### src/hdl/nps_pkg.sv
package nps_pkg;

    localparam int TABLE_DEPTH = 64;

    localparam logic [1:0] CFG_ANGLE_WEIGHT = 2'd0;
    localparam logic [1:0] CFG_EXCL_RADIUS  = 2'd1;
    localparam logic [1:0] CFG_SEARCH_LIMIT = 2'd2;

    localparam logic [7:0]  RST_ANGLE_WEIGHT = 8'd100;
    localparam logic [31:0] RST_EXCL_RADIUS  = 32'd4194304;
    localparam logic [47:0] RST_SEARCH_LIMIT = 48'd6553600000000;

    localparam logic [2:0] ST_INSERTED  = 3'd0;
    localparam logic [2:0] ST_DUPLICATE = 3'd1;
    localparam logic [2:0] ST_FULL      = 3'd2;
    localparam logic [2:0] ST_SELECTED  = 3'd3;
    localparam logic [2:0] ST_FALLBACK  = 3'd4;
    localparam logic [2:0] ST_EMPTY     = 3'd5;

    typedef struct packed {
        logic               opcode;
        logic signed [19:0] pose_x;
        logic signed [19:0] pose_y;
        logic signed [15:0] pose_heading;
        logic [31:0]        pose_time;
    } t_in_beat;

    typedef struct packed {
        logic [2:0]         status;
        logic [5:0]         entry_index;
        logic signed [19:0] out_x;
        logic signed [19:0] out_y;
        logic signed [15:0] out_heading;
        logic [31:0]        out_time;
        logic [47:0]        best_distance_sq;
    } t_out_beat;

    typedef struct packed {
        logic signed [19:0] x;
        logic signed [19:0] y;
        logic signed [15:0] h;
        logic [31:0]        t;
    } t_pose;

    typedef struct packed {
        logic        opcode;
        t_pose       probe;
        logic [7:0]  weight;
        logic [31:0] excl;
    } t_cell_ctl;

endpackage

### src/hdl/nps_cell.sv
module nps_cell #(
    parameter int IDX_W = $clog2(nps_pkg::TABLE_DEPTH)
) (
    input  logic               i_clk,
    input  logic               i_rst_n,
    input  logic               i_load,
    input  nps_pkg::t_pose     i_load_pose,
    input  nps_pkg::t_cell_ctl i_ctl,
    input  logic               i_tok_valid,
    input  logic               i_tok_found,
    input  logic [47:0]        i_tok_best,
    input  nps_pkg::t_pose     i_tok_pose,
    input  logic [IDX_W-1:0]   i_tok_sel,
    input  logic [IDX_W-1:0]   i_my_index,
    output logic               o_tok_valid,
    output logic               o_tok_found,
    output logic [47:0]        o_tok_best,
    output nps_pkg::t_pose     o_tok_pose,
    output logic [IDX_W-1:0]   o_tok_sel
);

    nps_pkg::t_pose   r_pose;
    logic             r_used;
    logic             r_v1;
    logic             r_f1;
    logic [47:0]      r_b1;
    nps_pkg::t_pose   r_p1;
    logic [IDX_W-1:0] r_s1;
    logic [40:0]      r_sxy;
    logic [31:0]      r_shh;
    logic             r_v2;
    logic             r_f2;
    logic [47:0]      r_b2;
    nps_pkg::t_pose   r_p2;
    logic [IDX_W-1:0] r_s2;

    logic signed [20:0] dx, dy;
    logic signed [16:0] dh;
    logic [20:0] ax, ay;
    logic [16:0] ah;
    logic [47:0] d;
    logic        hit;

    assign dx = 21'(i_ctl.probe.x) - 21'(r_pose.x);
    assign dy = 21'(i_ctl.probe.y) - 21'(r_pose.y);
    assign dh = 17'(i_ctl.probe.h) - 17'(r_pose.h);
    assign ax = dx[20] ? 21'(-dx) : 21'(dx);
    assign ay = dy[20] ? 21'(-dy) : 21'(dy);
    assign ah = dh[16] ? 17'(-dh) : 17'(dh);
    assign d  = 48'(r_sxy) + 48'((40'(i_ctl.weight) * 40'(r_shh)) >> 8);

    always_comb begin
        hit = 1'b0;
        if (r_used) begin
            if (i_ctl.opcode)
                hit = (d < r_b2) && (d > 48'(i_ctl.excl));
            else
                hit = !r_f2 && (r_pose.t[31:8] == i_ctl.probe.t[31:8]);
        end
    end

    always_ff @(posedge i_clk) begin
        if (!i_rst_n) begin
            r_used <= 1'b0;
            r_v1 <= 1'b0;
            r_v2 <= 1'b0;
            o_tok_valid <= 1'b0;
        end else begin
            if (i_load)
                r_used <= 1'b1;
            r_v1 <= i_tok_valid;
            r_v2 <= r_v1;
            o_tok_valid <= r_v2;
        end
        if (i_load)
            r_pose <= i_load_pose;
        r_f1 <= i_tok_found;
        r_b1 <= i_tok_best;
        r_p1 <= i_tok_pose;
        r_s1 <= i_tok_sel;
        r_sxy <= 41'(ax * ax) + 41'(ay * ay);
        r_shh <= 32'(ah * ah);
        r_f2 <= r_f1;
        r_b2 <= r_b1;
        r_p2 <= r_p1;
        r_s2 <= r_s1;
        o_tok_found <= hit ? 1'b1 : r_f2;
        o_tok_best  <= (hit && i_ctl.opcode) ? d : r_b2;
        o_tok_pose  <= hit ? r_pose : r_p2;
        o_tok_sel   <= hit ? i_my_index : r_s2;
    end

endmodule

### config.mk
export PLATFORM = sky130hd
export DESIGN_NAME = nps_cell
export DESIGN_NICKNAME = d
export VERILOG_FILES = /design/src/hdl/nps_pkg.sv /design/src/hdl/nps_cell.sv
export SDC_FILE = /design/constraint.sdc
export NUM_CORES = 2
export LEC_CHECK = 0
export BUFFER_PORTS_ARGS = -buffer_cell sky130_fd_sc_hd__buf_4
export CORE_MARGIN = 2
export CORE_UTILIZATION = 30
export CTS_CLUSTER_SIZE = 10
export DETAILED_ROUTE_END_ITERATION = 10
export PLACE_DENSITY = 0.5
export SLEW_MARGIN = 20
export SYNTH_ARGS = -nofsm -noshare
export SYNTH_HDL_FRONTEND = slang
export SYNTH_SLANG_ARGS = --single-unit
export TNS_END_PERCENT = 100
### constraint.sdc
create_clock -name i_clk -period 16.05 [get_ports i_clk]
set_input_delay 3.21 -clock i_clk [delete_from_list [all_inputs] [get_ports i_clk]]
set_output_delay 3.21 -clock i_clk [all_outputs]
set_load 0.1 [all_outputs]
* Yosys cells after proc, flatten, opt, wreduce, memory -nomap -nowiden
Cells that the tools add are included.
** Word-level totals
- Bits in registers :: 594
- Latch bits :: 0
- Bits in writable memories :: 0
- ROM bits :: 0
- Word-level logic and storage cells :: 58
- Memories kept :: 0
** Cells by class
- $add $sub $neg :: 8
- Multiply operators :: 4
- Div/mod/pow operators :: 0
- $lt $le $gt $ge :: 2
- Equality and inequality tests :: 1
- Shift operators :: 0
- Multiplexer cells :: 8
- Bitwise gates (word level) :: 0
- Reductions and logical operators :: 4
** Operator list (number)
- two-way mux 88 bit :: 1
- multiplier 21 x 21 -> 41 bit :: 2
- < comparator 42 x 48 -> 1 bit :: 1
- two-way mux 48 bit :: 1
- adder 41 x 32 -> 42 bit :: 1
- greater-than comparator 42 x 32 -> 1 bit :: 1
- two-way mux 21 bit :: 2
- negation 21 bit :: 2
- subtractor 20 x 20 -> 21 bit :: 2
- adder 41 bit :: 1
- multiplier 8 x 32 -> 40 bit :: 1
- multiplier 17 x 17 -> 32 bit :: 1
- == test 24 bit :: 1
- two-way mux 17 bit :: 1
- negation 17 bit :: 1
- subtractor 16 x 16 -> 17 bit :: 1
- two-way mux 6 bit :: 1
- logical AND 1 bit :: 3
- two-way mux 1 bit :: 2
- logical NOT 1 bit :: 1

* Longest topological paths before layout
- Depth in word-level cells :: 8
- Gate-level depth with buffers :: 49

* Worst setup path before layout
OpenSTA, ideal clock, no wires.
- Path kind :: input to register
- From :: input i_ctl[108] in the netlist's numbering
- To :: register r_sxy[40]
- Library setup time :: 0.120 ns
- Data arrival time :: 13.063 ns
- Data required time :: 15.930 ns
- Slack :: 2.867 ns
- Stages on the path :: 42
- Buffers on the path :: 1
- Path through :: inv_1 > ha_1 > inv_1 > fa_1 > a211oi_1 > nor2_1 > o32a_1 > a41o_1 > a21bo_2 > a221o_1 > nor3_4 > nand3b_2 > nor2_2 > nor2_1 > xnor2_1 > inv_2 > buf_2 > nor2_1 > (+6 left out) > inv_1 > fa_1 > fa_1 > inv_1 > fa_1 > inv_1 > ha_1 > and3_1 > and2_1 > a221oi_1 > a21boi_0 > a31o_2 > a211o_1 > a21oi_1 > o21ai_0 > a21o_1 > a21oi_1 > xnor2_1
** On the way
- Cells in the longest elaborated chain, start to end :: 5
** Ends and longest elaborated chain
- start: declaration :: RTL line nps_cell.sv:8 : input nps_pkg::t_cell_ctl i_ctl,
- subtractor 20 x 20 -> 21 bit * :: RTL line nps_cell.sv:44 : assign dx = 21'(i_ctl.probe.x) - 21'(r_pose.x);
- negation 21 bit :: RTL line nps_cell.sv:47 : assign ax = dx[20] ? 21'(-dx) : 21'(dx);
- two-way mux 21 bit * :: RTL line nps_cell.sv:47
- multiplier 21 x 21 -> 41 bit * :: RTL line nps_cell.sv:81 : r_sxy <= 41'(ax * ax) + 41'(ay * ay);
- adder 41 bit * :: RTL line nps_cell.sv:81
- end signal: assignment :: RTL line nps_cell.sv:81
- end: declaration :: RTL line nps_cell.sv:29 : logic [40:0] r_sxy;
Mark *: on every way between the ends. The rest lies on a longest branch, timed or not.
A chain may end at the register's enable or synchronous reset.

* Worst setup path after layout
- From :: input i_ctl[39] in the netlist's numbering
- To :: register o_tok_pose[36] in the netlist's numbering
** On the way
- Cells in the longest elaborated chain, start to end :: 7
** Ends and longest elaborated chain
- multiplier 8 x 32 -> 40 bit * :: RTL line nps_cell.sv:50 : assign d = 48'(r_sxy) + 48'((40'(i_ctl.weight) * 40'(r_shh)) >> 8);
- adder 41 x 32 -> 42 bit * :: RTL line nps_cell.sv:50
- < comparator 42 x 48 -> 1 bit / greater-than comparator 42 x 32 -> 1 bit (equally long branches) :: RTL line nps_cell.sv:56 : hit = (d < r_b2) && (d > 48'(i_ctl.excl));
- logical AND 1 bit * :: RTL line nps_cell.sv:56
- two-way mux 1 bit * :: RTL line nps_cell.sv:55 : if (i_ctl.opcode)
- two-way mux 1 bit * :: RTL line nps_cell.sv:54 : if (r_used) begin
- two-way mux 88 bit * :: RTL line nps_cell.sv:89 : o_tok_pose <= hit ? r_pose : r_p2;
- end signal: assignment :: RTL line nps_cell.sv:89
- end: declaration :: RTL line nps_cell.sv:18 : output nps_pkg::t_pose o_tok_pose,
Marks and branches as above.

==> flow_summary.yaml <==
sta:
  drv_slew: 0
  rsz0062_at_grt: "false"
  setup_viol: 0
  worst_slew_pin_slew_ps: 1217
  fin_crit_sh: 0.9001
  fmax_ghz: 0.06922
  hold_viol_final: 0
  slew_headroom: 0.1835
  fin_crit_ps: 14450
  tns_ps: 0
  finalClockSkew_ps: 49.71
  holdWs_ps: 306.6
worst_setup_path:
  critical-path-max-stage-delay_ps: 560
  cp.required_ps: 16620
  cp_max_fo: 31
  path_buf_inv: 4
  endpoint_kind: "register"
  critPathTopFamily: "compound AO/OA/AOI/OAI gates"
  slowest_stage: "fa_1"
  arrival_ps: 15020
  cp-start-kind: "input pin"
  crit_type: "in -> reg"
  path_common_cell: "a21o_1"
logic_synthesis:
  synth.cell_area_um2: 62000
  ys_types: 102
  yosysSeqAreaShare: 0.2057
  synth_edf_count: 88
  ys_ff_latch: 593
  synthCells: 6224
  yosys_warnings: 0
  synthArstFlopShare: 0
  synth_flop_cell: "dfxtp_1"
  synth.avg_cell_area_um2: 9.962
die:
  core_um2: 205000
  die_h_um: 458.6
  rows: 166
  ios: 514
  initial_core_util: 0.3025
  die-area_um2: 210300
  die_width_um: 458.6
placement:
  dp_hpwl_mm: 143.1
  dp.cells: 9412
  io_buffers: 505
  place.gp.congestion: 0.8824
clocking:
  insertion_delay_ps: 710
  post-cts-setup-buffers: 0
  clk_pin_slew_worst_paths_ps: 50
  cts.hold.buffers_added: 0
  cts_tree: "done"
  root_buffer: "clkbuf_16"
  ctsHtreeMaxLevel: 3
  cts.repair.resized: 0
  clock_sinks: 593
  cts_made_buffers: 79
  cts_max_path_buffers: 3
route:
  wl_per_cell_um: 17.51
  drcViolationCount: 0
  drt_pass1_iterations: 5
  drtIter0Drc: 1907
  vias_per_cell: 4.481
  routed_wl_mm: 167.4
  antenna_left: 0
  dr_total_vias: 42840
global_routing:
  grt_pass1_wl_mm: 263.6
  grt_pass1_vias: 46810
  grt_usage: 0.1629
  gr-total-overflow: 0
  grt_max_degree: 52
  antenna_found_initial: 11
finish:
  drive_gt1_frac: 0.1353
  synthToLayoutAreaGrowth_pct: 16.06
  final_nets: 8821
  final_cells: 9561
worst_hold_path:
  hold_path.class: "reg -> reg"
job:
  cap_violations: 0
status:
  outcome: "completed"
-- cell type report --
type / instances / area [um2]
clock buffer: 120 / 2233
timing repair buffer: 592 / 4482
inverter: 1528 / 5736
fill: 20890 / 133000
tap: 2688 / 3363
clock inverter: 23 / 326.6
antenna: 6 / 15.01
sequential: 593 / 12750
multi-input combinational: 4011 / 43050
-- layout by cell type, fill, tap and decap left out, types with 8 or more instances in the layout --
cell type / instances
inv_1: 1508
fa_1: 1075
buf_4: 589
ha_1: 571
dfxtp_1: 505
nor2_1: 437
nand2_1: 419
and2_1: 157
a21oi_1: 152
xnor2_1: 152
o21ai_0: 105
a21o_1: 102
xor2_1: 95
edfxtp_1: 88
clkbuf_16: 81
mux2_2: 75
mux2_4: 49
nand3_1: 47
nand2b_1: 44
conb_1: 44
nor3_1: 43
o21a_1: 42
or2_2: 42
nor2b_1: 36
nand4_1: 35
clkbuf_1: 33
and3_1: 21
o21bai_1: 19
a211oi_1: 18
a31oi_1: 17
nor4_1: 16
o31ai_1: 15
or3_1: 14
inv_2: 12
a211o_1: 9
o211ai_1: 9
clkinv_1: 8
xnor2_2: 8
-- cells by family (layout without fill, tap and decap cells) --
| family | count (synthesis) | in the layout | share of synthesized area |
|---|---|---|---|
| and+or+nand+nor | 1350 | 1350 | 0.1016 |
| muxes | 128 | 128 | 0.02613 |
| other | 2 | 50 | 0.0001211 |
| AOI/OAI and AO/OA | 584 | 584 | 0.06298 |
| buffers and inverters | 1662 | 2263 | 0.1032 |
| DFF | 593 | 593 | 0.2057 |
| adders and majority gates | 1646 | 1646 | 0.4623 |
| xor gates and xnor gates | 259 | 259 | 0.03798 |
-- worst reg2reg max path: cells and delay by family, from the launching register on --
family                     cells  cell delay (ps)
AOI/OAI and AO/OA             26             6200
adders and majority gates      7             3210
and+or+nand+nor                3              730
xor gates and xnor gates       2              660
DFF                            1              410
muxes                          1              410
buffers and inverters          3              360
-- worst paths after layout --
| path | depth (start not counted) | slack [ps] | to | from |
|---|---|---|---|---|
| worst max-delay path | 43 | 1600 | o_tok_pose[36] | i_ctl[39] |
| worst min-delay path | 0 | 310 | r_b2[31] | r_b1[31] |
| worst max register to register | 42 | 3950 | o_tok_pose[36] | r_shh[9] |
| worst min register to register | 0 | 310 | r_b2[31] | r_b1[31] |
-- per-stage QoR --
stage,area (um2),worst slack (ps),util
detailed placement,69380,845.2,0.3384
finish,71960,1603,0.3510
global route,71950,668.6,0.3510
CTS,71940,1571,0.3509
global placement,69370,845.0,0.3384
floorplan,62160,2867,-
-- Yosys cell counts (all sizes together) (5+ instances only) --
master,count,share of area
inv,1520,0.092
fa,1075,0.35
ha,571,0.12
dfxtp,505,0.16
nor2,438,0.027
nand2,422,0.026
xnor2,161,0.024
and2,157,0.016
a21oi,154,0.013
mux2,124,0.025
o21ai,114,0.0094
a21o,102,0.012
xor2,98,0.014
edfxtp,88,0.043
clkbuf,87,0.0053
nand3,48,0.0040
buf,47,0.0054
nor3,46,0.0040
nand2b,44,0.0044
o21a,43,0.0052
or2,43,0.0043
nor2b,36,0.0036
nand4,35,0.0035
and3,22,0.0023
a31oi,19,0.0024
nor4,19,0.0022
o21bai,19,0.0023
a211oi,18,0.0022
o31ai,15,0.0018
or3,14,0.0014
a2111oi,9,0.0017
a211o,9,0.0013
o211ai,9,0.0011
a21boi,8,0.00097
clkinv,8,0.00048
o31a,7,0.00099
a221oi,5,0.00071
nand3b,5,0.00067
nor3b,5,0.00061
-- sequential cells by signal, indices dropped and copies added (netlist names) --
name,flops
o_tok_pose,88
r_p1,88
r_p2,88
r_pose,88
o_tok_best,48
r_b1,48
r_b2,48
r_sxy,41
r_shh,31
o_tok_sel,6
r_s1,6
r_s2,6
o_tok_found,1
o_tok_valid,1
r_f1,1
r_f2,1
r_used,1
r_v1,1
r_v2,1
-- per-layer routing --
layer / wire [um] / global-route usage
met4: 4441 / 0.04488
met3: 8746 / 0.02918
met5: 44 / 0
met1: 69180 / 0.2011
met2: 85040 / 0.2893
Power is left out: the tool's default activity adds up to more than one toggle a clock period on the data nets, which glitch-free logic cannot reach.
